$ cat config.mk
export PLATFORM = sky130hd
export DESIGN_NAME = command_id_remap_table
export DESIGN_NICKNAME = d
export VERILOG_FILES = /design/src/rtl/cirt_pkg.sv /design/src/rtl/cirt_rev_table.sv /design/src/rtl/command_id_remap_table.sv
export SDC_FILE = /design/constraint.sdc
export NUM_CORES = 2
export LEC_CHECK = 0
export BUFFER_PORTS_ARGS = -buffer_cell sky130_fd_sc_hd__clkbuf_2
export CAP_MARGIN = 30
export CORE_MARGIN = 10
export CORE_UTILIZATION = 49
export CTS_BUF_LIST = sky130_fd_sc_hd__clkbuf_16
export DETAILED_ROUTE_END_ITERATION = 7
export HOLD_SLACK_MARGIN = 0.02
export PLACE_DENSITY = 0.66
export SLEW_MARGIN = 10
export SYNTH_ARGS = -nofsm -noshare
export SYNTH_HDL_FRONTEND = slang
export SYNTH_SLANG_ARGS = --single-unit
$ cat constraint.sdc
create_clock -name i_clk -period 6.32 [get_ports i_clk]
set_clock_uncertainty 0.05 [all_clocks]
set_input_delay 1.264 -clock i_clk [delete_from_list [all_inputs] [get_ports i_clk]]
set_output_delay 1.264 -clock i_clk [all_outputs]
set_load 0.05 [all_outputs]
$ cat src/rtl/cirt_pkg.sv
package cirt_pkg;

    // table geometry and field widths
    localparam int NUM_TYPES   = 64;
    localparam int NET_ID_BITS = 16;
    localparam int TYPE_W      = 6;
    localparam int TBL_DEPTH   = 64;
    localparam int IDX_W       = $clog2(TBL_DEPTH);

    // code returned by a failed net-to-host lookup
    localparam logic [TYPE_W-1:0] NO_CMD_CODE = TYPE_W'(0);

    // operation codes
    localparam logic [1:0] OP_SET = 2'd0;
    localparam logic [1:0] OP_N2H = 2'd1;
    localparam logic [1:0] OP_H2N = 2'd2;

    // command transfer
    typedef struct packed {
        logic [1:0]             operation;
        logic [TYPE_W-1:0]      type_in;
        logic [NET_ID_BITS-1:0] net_id_in;
    } t_cmd;

    // result transfer
    typedef struct packed {
        logic                   ok;
        logic [TYPE_W-1:0]      type_out;
        logic [NET_ID_BITS-1:0] net_id_out;
    } t_rsp;

    // sequencer to reverse table
    typedef struct packed {
        logic [IDX_W-1:0]       rd_addr;
        logic [NET_ID_BITS-1:0] cmp_key;
        logic                   wr_en;
        logic [IDX_W-1:0]       wr_addr;
        logic [NET_ID_BITS-1:0] wr_key;
        logic [TYPE_W-1:0]      wr_type;
        logic                   clr_en;
        logic [IDX_W-1:0]       clr_addr;
    } t_rev_ctl;

    // reverse table compare result for the entry read last cycle
    typedef struct packed {
        logic [IDX_W-1:0]  idx;
        logic              hit;
        logic              free;
        logic [TYPE_W-1:0] rtype;
    } t_rev_stat;

endpackage

$ cat src/rtl/cirt_rev_table.sv
module cirt_rev_table
    import cirt_pkg::*;
(
    input  logic      i_clk,
    input  logic      i_rst_n,
    input  t_rev_ctl  i_ctl,
    output t_rev_stat o_stat
);

    logic [NET_ID_BITS-1:0] r_key_mem  [TBL_DEPTH];
    logic [TYPE_W-1:0]      r_type_mem [TBL_DEPTH];
    logic [TBL_DEPTH-1:0]   r_valid;
    logic [NET_ID_BITS-1:0] r_key_q;
    logic [TYPE_W-1:0]      r_type_q;
    logic [IDX_W-1:0]       r_rd_idx;
    logic [NET_ID_BITS-1:0] r_cmp_q;

    // key and type storage, registered read
    always_ff @(posedge i_clk) begin
        if (i_ctl.wr_en) begin
            r_key_mem[i_ctl.wr_addr]  <= i_ctl.wr_key;
            r_type_mem[i_ctl.wr_addr] <= i_ctl.wr_type;
        end
        r_key_q  <= r_key_mem[i_ctl.rd_addr];
        r_type_q <= r_type_mem[i_ctl.rd_addr];
        r_rd_idx <= i_ctl.rd_addr;
        r_cmp_q  <= i_ctl.cmp_key;
    end

    // entry valid bits
    always_ff @(posedge i_clk) begin
        if (!i_rst_n) begin
            r_valid <= '0;
        end else if (i_ctl.wr_en) begin
            r_valid[i_ctl.wr_addr] <= 1'b1;
        end else if (i_ctl.clr_en) begin
            r_valid[i_ctl.clr_addr] <= 1'b0;
        end
    end

    // shared key comparator
    always_comb begin
        o_stat.idx   = r_rd_idx;
        o_stat.hit   = r_valid[r_rd_idx] && (r_key_q == r_cmp_q);
        o_stat.free  = !r_valid[r_rd_idx];
        o_stat.rtype = r_type_q;
    end

endmodule

$ cat src/rtl/command_id_remap_table.sv
// Two-way remap between host command types and network command ids. A command is
// taken when start is high and busy is low; its single result appears on o_rsp for
// one cycle with o_rsp_valid high and must be captured then, as it cannot be held
// off. A type-to-net lookup reads the forward table as the command is taken and
// registers its result in the S_FWD state. A net-to-type lookup searches the
// 64-entry reverse table through one key comparator, one entry per cycle. A set that
// replaces an existing mapping searches the reverse table twice and then writes, but
// fails without writing if the first search misses the old entry. busy is low again
// while the result is shown, so the next command may be given in that cycle.
module command_id_remap_table
    import cirt_pkg::*;
(
    input  logic i_clk,
    input  logic i_rst_n,
    input  logic start,
    input  t_cmd i_cmd,
    output logic busy,
    output logic o_rsp_valid,
    output t_rsp o_rsp
);

    typedef enum logic [1:0] {
        S_IDLE,
        S_FWD,
        S_SCAN,
        S_WRITE
    } t_state;

    t_state                 r_state, n_state;
    t_cmd                   r_cmd, n_cmd;
    logic [NET_ID_BITS-1:0] r_key, n_key;
    logic                   r_second, n_second;
    logic [IDX_W-1:0]       r_slot, n_slot;
    logic [IDX_W-1:0]       r_free, n_free;
    logic                   r_free_found, n_free_found;
    logic                   r_rsp_valid, n_rsp_valid;
    t_rsp                   r_rsp, n_rsp;

    logic [NET_ID_BITS-1:0] r_fwd_mem [TBL_DEPTH];
    logic [NET_ID_BITS-1:0] r_fwd_q;
    logic [TBL_DEPTH-1:0]   r_fwd_vld;
    logic                   fwd_we;
    logic                   fwd_hit;
    logic                   last;
    logic [IDX_W-1:0]       free_now;

    t_rev_ctl  rev_ctl;
    t_rev_stat rev_stat;

    cirt_rev_table u_rev (
        .i_clk   (i_clk),
        .i_rst_n (i_rst_n),
        .i_ctl   (rev_ctl),
        .o_stat  (rev_stat)
    );

    // forward table, read at the command's type on every transfer
    always_ff @(posedge i_clk) begin
        if (fwd_we) begin
            r_fwd_mem[r_cmd.type_in] <= r_cmd.net_id_in;
        end
        r_fwd_q <= r_fwd_mem[i_cmd.type_in];
    end

    // forward valid bits
    always_ff @(posedge i_clk) begin
        if (!i_rst_n) begin
            r_fwd_vld <= '0;
        end else if (fwd_we) begin
            r_fwd_vld[r_cmd.type_in] <= 1'b1;
        end
    end

    assign fwd_hit  = r_fwd_vld[r_cmd.type_in];
    assign last     = (rev_stat.idx == IDX_W'(TBL_DEPTH - 1));
    assign free_now = r_free_found ? r_free : (rev_stat.free ? rev_stat.idx : '0);

    // sequencer next state
    always_comb begin
        n_state      = r_state;
        n_cmd        = r_cmd;
        n_key        = r_key;
        n_second     = r_second;
        n_slot       = r_slot;
        n_free       = r_free;
        n_free_found = r_free_found;
        n_rsp_valid  = 1'b0;
        n_rsp        = r_rsp;
        fwd_we       = 1'b0;

        rev_ctl.rd_addr  = rev_stat.idx + IDX_W'(1);
        rev_ctl.wr_en    = 1'b0;
        rev_ctl.wr_addr  = r_slot;
        rev_ctl.wr_key   = r_cmd.net_id_in;
        rev_ctl.wr_type  = r_cmd.type_in;
        rev_ctl.clr_en   = 1'b0;
        rev_ctl.clr_addr = rev_stat.idx;

        case (r_state)
            S_IDLE: begin
                if (start) begin
                    n_cmd   = i_cmd;
                    n_state = S_FWD;
                end
            end

            S_FWD: begin
                case (r_cmd.operation)
                    OP_SET: begin
                        rev_ctl.rd_addr = '0;
                        n_free_found    = 1'b0;
                        n_free          = '0;
                        n_second        = !fwd_hit;
                        n_key           = fwd_hit ? r_fwd_q : r_cmd.net_id_in;
                        n_state         = S_SCAN;
                    end
                    OP_N2H: begin
                        rev_ctl.rd_addr = '0;
                        n_key           = r_cmd.net_id_in;
                        n_state         = S_SCAN;
                    end
                    OP_H2N: begin
                        n_rsp_valid      = 1'b1;
                        n_rsp.ok         = 1'b1;
                        n_rsp.type_out   = '0;
                        n_rsp.net_id_out = fwd_hit ? r_fwd_q
                                                   : NET_ID_BITS'(r_cmd.type_in);
                        n_state          = S_IDLE;
                    end
                    default: begin
                        n_rsp_valid = 1'b1;
                        n_rsp       = '0;
                        n_state     = S_IDLE;
                    end
                endcase
            end

            S_SCAN: begin
                if (r_cmd.operation == OP_SET && !r_second) begin
                    // search for the entry under the old net id and erase it
                    if (rev_stat.hit) begin
                        rev_ctl.clr_en  = 1'b1;
                        rev_ctl.rd_addr = '0;
                        n_second        = 1'b1;
                        n_key           = r_cmd.net_id_in;
                    end else if (last) begin
                        n_rsp_valid = 1'b1;
                        n_rsp       = '0;
                        n_state     = S_IDLE;
                    end
                end else if (r_cmd.operation == OP_SET) begin
                    // search for the new net id, noting the lowest free slot
                    if (rev_stat.free && !r_free_found) begin
                        n_free       = rev_stat.idx;
                        n_free_found = 1'b1;
                    end
                    if (rev_stat.hit) begin
                        n_slot  = rev_stat.idx;
                        n_state = S_WRITE;
                    end else if (last) begin
                        n_slot  = free_now;
                        n_state = S_WRITE;
                    end
                end else begin
                    // net-to-host lookup with identity fallback for small ids
                    if (rev_stat.hit) begin
                        n_rsp_valid      = 1'b1;
                        n_rsp.ok         = 1'b1;
                        n_rsp.type_out   = rev_stat.rtype;
                        n_rsp.net_id_out = '0;
                        n_state          = S_IDLE;
                    end else if (last) begin
                        n_rsp_valid      = 1'b1;
                        n_rsp.net_id_out = '0;
                        if (r_cmd.net_id_in < NET_ID_BITS'(NUM_TYPES - 1)) begin
                            n_rsp.ok       = 1'b1;
                            n_rsp.type_out = r_cmd.net_id_in[TYPE_W-1:0];
                        end else begin
                            n_rsp.ok       = 1'b0;
                            n_rsp.type_out = NO_CMD_CODE;
                        end
                        n_state = S_IDLE;
                    end
                end
            end

            S_WRITE: begin
                fwd_we        = 1'b1;
                rev_ctl.wr_en = 1'b1;
                n_rsp_valid   = 1'b1;
                n_rsp         = '0;
                n_rsp.ok      = 1'b1;
                n_state       = S_IDLE;
            end

            default: begin
                n_state = S_IDLE;
            end
        endcase

        // the compare key is captured together with the read address
        rev_ctl.cmp_key = n_key;
    end

    // state and registered outputs
    always_ff @(posedge i_clk) begin
        if (!i_rst_n) begin
            r_state      <= S_IDLE;
            r_second     <= 1'b0;
            r_free_found <= 1'b0;
            r_rsp_valid  <= 1'b0;
        end else begin
            r_state      <= n_state;
            r_second     <= n_second;
            r_free_found <= n_free_found;
            r_rsp_valid  <= n_rsp_valid;
        end
        r_cmd  <= n_cmd;
        r_key  <= n_key;
        r_slot <= n_slot;
        r_free <= n_free;
        r_rsp  <= n_rsp;
    end

    assign busy        = (r_state != S_IDLE);
    assign o_rsp_valid = r_rsp_valid;
    assign o_rsp       = r_rsp;

endmodule

==> summary.txt <==
Synth
  – Leading cell types by total area after synthesis: sky130_fd_sc_hd__edfxtp_1, sky130_fd_sc_hd__mux4_2, sky130_fd_sc_hd__dfxtp_1
  – Synthesized netlist net count: 5559
  – Sequential-to-total area share from yosys stat: 0.7586
  – Synthesized instance count: 5527
  – Unique masters post-synth: 86
  – Total of flip-flops plus latches after synthesis: 2684
  – Most used standard cells in the synthesized netlist: sky130_fd_sc_hd__edfxtp_1, sky130_fd_sc_hd__mux4_2, sky130_fd_sc_hd__nor2_1, sky130_fd_sc_hd__nand2_1, sky130_fd_sc_hd__mux2i_1
  – Portion of synthesized cell area occupied by the leading cell type: 0.7245
  – EDFF count, synth: 2507
  – Synth warnings: 0
  – Most common cell in the synthesized netlist: sky130_fd_sc_hd__edfxtp_1
  – Summed instance area of the synthesized netlist: 0.1039 mm²
  – Commonest register cell after synthesis: sky130_fd_sc_hd__edfxtp_1
  – Fraction of registers with async set/reset: 0
  – Yosys top cell by area: sky130_fd_sc_hd__edfxtp_1
  – Syn avg cell area: 18.80 µm²

CTS
  – Number of buffers inserted during clock tree synthesis: 285
  – Post-CTS Hold Fix Bufs: 0
  – Largest buffer count on any clock path: 4
  – Root buf cell: sky130_fd_sc_hd__clkbuf_16
  – Buffers inserted during post-CTS setup optimization: 0
  – Number of sinks handled by clock tree synthesis: 2684
  – Register clock-pin slew on the reported worst setup and hold paths: 0.06 ns
  – H-tree levels: 5
  – Skew-Pair Late Insertion Delay: 0.92 ns
  – Gates resized, CTS repair: 0
  – TritonCTS clock tree: done

Routing
  – Detailed-routing wirelength on met1: 116000 µm
  – ANT nets after route: 0
  – Met2 wire length: 139900 µm
  – Post-DR vias/cell: 6.521
  – Drt first-iter violations: 9097
  – Top routing layer used: met5
  – Number of remaining DRC errors: 0
  – Number of optimization iterations in the first detailed-route pass: 8
  – DR WL/cell: 34.35 µm
  – Met3 layer wire length in the routed design: 31910 µm
  – Total wire length: 303300 µm
  – Number of vias after detailed routing: 57570

Critical path
  – Library cell contributing the largest single delay on the critical path: sky130_fd_sc_hd__o41ai_1
  – R2R setup slack: 0.38 ns
  – Worst Path Arrival: 6.68 ns
  – Startpoint Class: flop
  – Endpoint kind of the worst setup timing path: flop
  – CP cell instances: buf_4 > mux2_4 > a221o_1 > a22o_1 > a22oi_1 > and4_1 > buf_8 > o21ai_4 > inv_2 > buf_4 > nor4_1 > o41ai_1 > buf_4 > o22ai_1
  – Critical Path Fanout Max: 39
  – Crit Path Category: reg -> reg
  – Crit path largest cell delay: 0.98 ns
  – Required time of the worst setup path: 7.06 ns
  – Cell mode on critical path: sky130_fd_sc_hd__buf_4

Floorplanning
  – Area enclosed by the die boundary: 0.2309 mm²
  – Starting density of the core: 0.4943
  – Floorplan core area: 0.2102 mm²
  – Io pins: 52
  – Overall die height: 480.5 µm
  – Number of placement rows: 168
  – Die X-Extent: 480.5 µm

Finish
  – Reg area: 0.07883 mm²
  – Post-route core utilization: 0.5600
  – Post-layout net count: 5844
  – Multi-input gate area: 0.02390 mm²
  – Share of layout cells above drive strength 1: 0.2386
  – Area Growth Syn to Fin: 13.28%
  – Filler instances: 15870
  – Non-Filler Instances: 8828

Placed design
  – Count of buffers from port buffering: 51
  – Global placer's final weighted congestion: 0.9772
  – Post-DP HPWL: 184300 µm
  – Inst Count DP: 8327

Power
  – Leakage component of the power: 37.75 nW
  – Overall power of the completed layout: 47.05 mW
  – IR drop worst, VDD: 0.5210 mV
  – Power per Cell Area: 399.7 mW/mm²

Worst hold path
  – Worst min path class: reg -> reg

STA
  – Achievable frequency: 0.1684 GHz
  – Period Utilization, post-route: 0.9396
  – Fin. max-slew vios: 0
  – Min cycle time layout: 5.938 ns
  – Setup TNS Final: 0 ns
  – Final setup fails: 0
  – Headroom to the max-slew limit: 0.2484
  – Hold Fails Final Rpt: 0
  – Unrepaired setup endpoints after global routing: false
  – Transition time at the pin with the least slew margin: 1.113 ns
  – Hold Slack: 0.4168 ns

Job
  – Number of max-capacitance violations reported: 0

GRT
  – Initial antenna violation count: 19
  – Wire length of the first global-routing pass: 427500 µm
  – Via count of the first global-routing pass: 55210
  – Total routing usage reported by global routing: 0.2576
  – Pin count of the biggest net entering global routing: 128
  – Overflow left after global routing: 0

Status
  – Result of the run: finished clean
==> report_power, final <==
part / leakage (nW) / switching [mW] / total, mW / internal (mW)
logic: 9.28 / 8.00 / 11.5 / 3.47
registers: 24.0 / 0.296 / 20.0 / 19.7
clock network: 4.46 / 6.64 / 15.6 / 8.95
==> critical path, delay by kind of cell (launching register included) <==
kind	cells	cell delay, ns
flops	1	0.67
compound gates	6	1.94
buf+inv	5	1.94
mux	1	0.32
simple gates	2	0.81
==> cell type report <==
cell class,instances,share of cell area
clock inverters,199,0.01051
diodes,5,0.0001063
repair buffers,338,0.02362
well taps,2805,0.02981
clock buffers,294,0.06250
flip-flops and latches,2684,0.6697
inverters,23,0.0007440
multi-input cells,2480,0.2030
==> logic make-up after synthesis <==
| group | Yosys count | share of synthesized area |
|---|---|---|
| xor gates and xnor gates | 22 | 0.001854 |
| and+or+nand+nor | 875 | 0.03674 |
| AOI/OAI and AO/OA | 819 | 0.05823 |
| muxes | 759 | 0.1294 |
| buffers and inverters | 363 | 0.01463 |
| adders and majority gates | 5 | 0.0006020 |
| DFF | 2684 | 0.7586 |
==> routing by layer <==
| layer | up-vias | track usage |
|---|---|---|
| met1 | 30000 | 0.3550 |
| met5 | - | 0 |
| met3 | 696 | 0.05890 |
| met4 | 10 | 0.1105 |
| li1 | 23280 | - |
| met2 | 3586 | 0.3963 |
==> stage by stage <==
stage	setup slack, ns	area, µm²
3_5_place_dp	0.6780	109000
4_1_cts	0.6382	117600
6_report	0.3819	117700
5_1_grt	0.4424	117700
2_1_floorplan	1.659	103900
3_3_place_gp	0.5666	108800
==> state kept, by name, summed over array words and instances (netlist names), 2 cells and up <==
name              flops
r_slot                6
r_cmd                24
u_rev.r_type_mem    384
u_rev.r_valid        64
u_rev.r_key_mem    1024
o_rsp                23
r_fwd_q              16
r_state               2
r_free                6
u_rev.r_cmp_q        16
u_rev.r_type_q        6
r_fwd_mem          1024
r_fwd_vld            64
u_rev.r_key_q        16
u_rev.r_rd_idx        6
==> layout by cell type (no fill, tap or decap), types with 81 or more instances in the layout <==
master and n:
sky130_fd_sc_hd__clkbuf_16 294, sky130_fd_sc_hd__dfxtp_1 175, sky130_fd_sc_hd__mux2_2 107, sky130_fd_sc_hd__mux2i_1 194, sky130_fd_sc_hd__buf_4 259, sky130_fd_sc_hd__o21ai_0 100, sky130_fd_sc_hd__edfxtp_1 2507, sky130_fd_sc_hd__o22ai_1 81
sky130_fd_sc_hd__mux4_2 456, sky130_fd_sc_hd__a21oi_1 134, sky130_fd_sc_hd__nor2_1 336, sky130_fd_sc_hd__nand2_1 251
==> final timing paths <==
check               startpoint                to  cells after the start
max          u_rev.r_rd_idx[1]  u_rev.r_key_q[8]                     14
min              r_fwd_vld[12]     r_fwd_vld[12]                      2
max reg2reg  u_rev.r_rd_idx[1]  u_rev.r_key_q[8]                     14
min reg2reg      r_fwd_vld[12]     r_fwd_vld[12]                      2
Note: power is estimated with default switching activity, not from simulation.
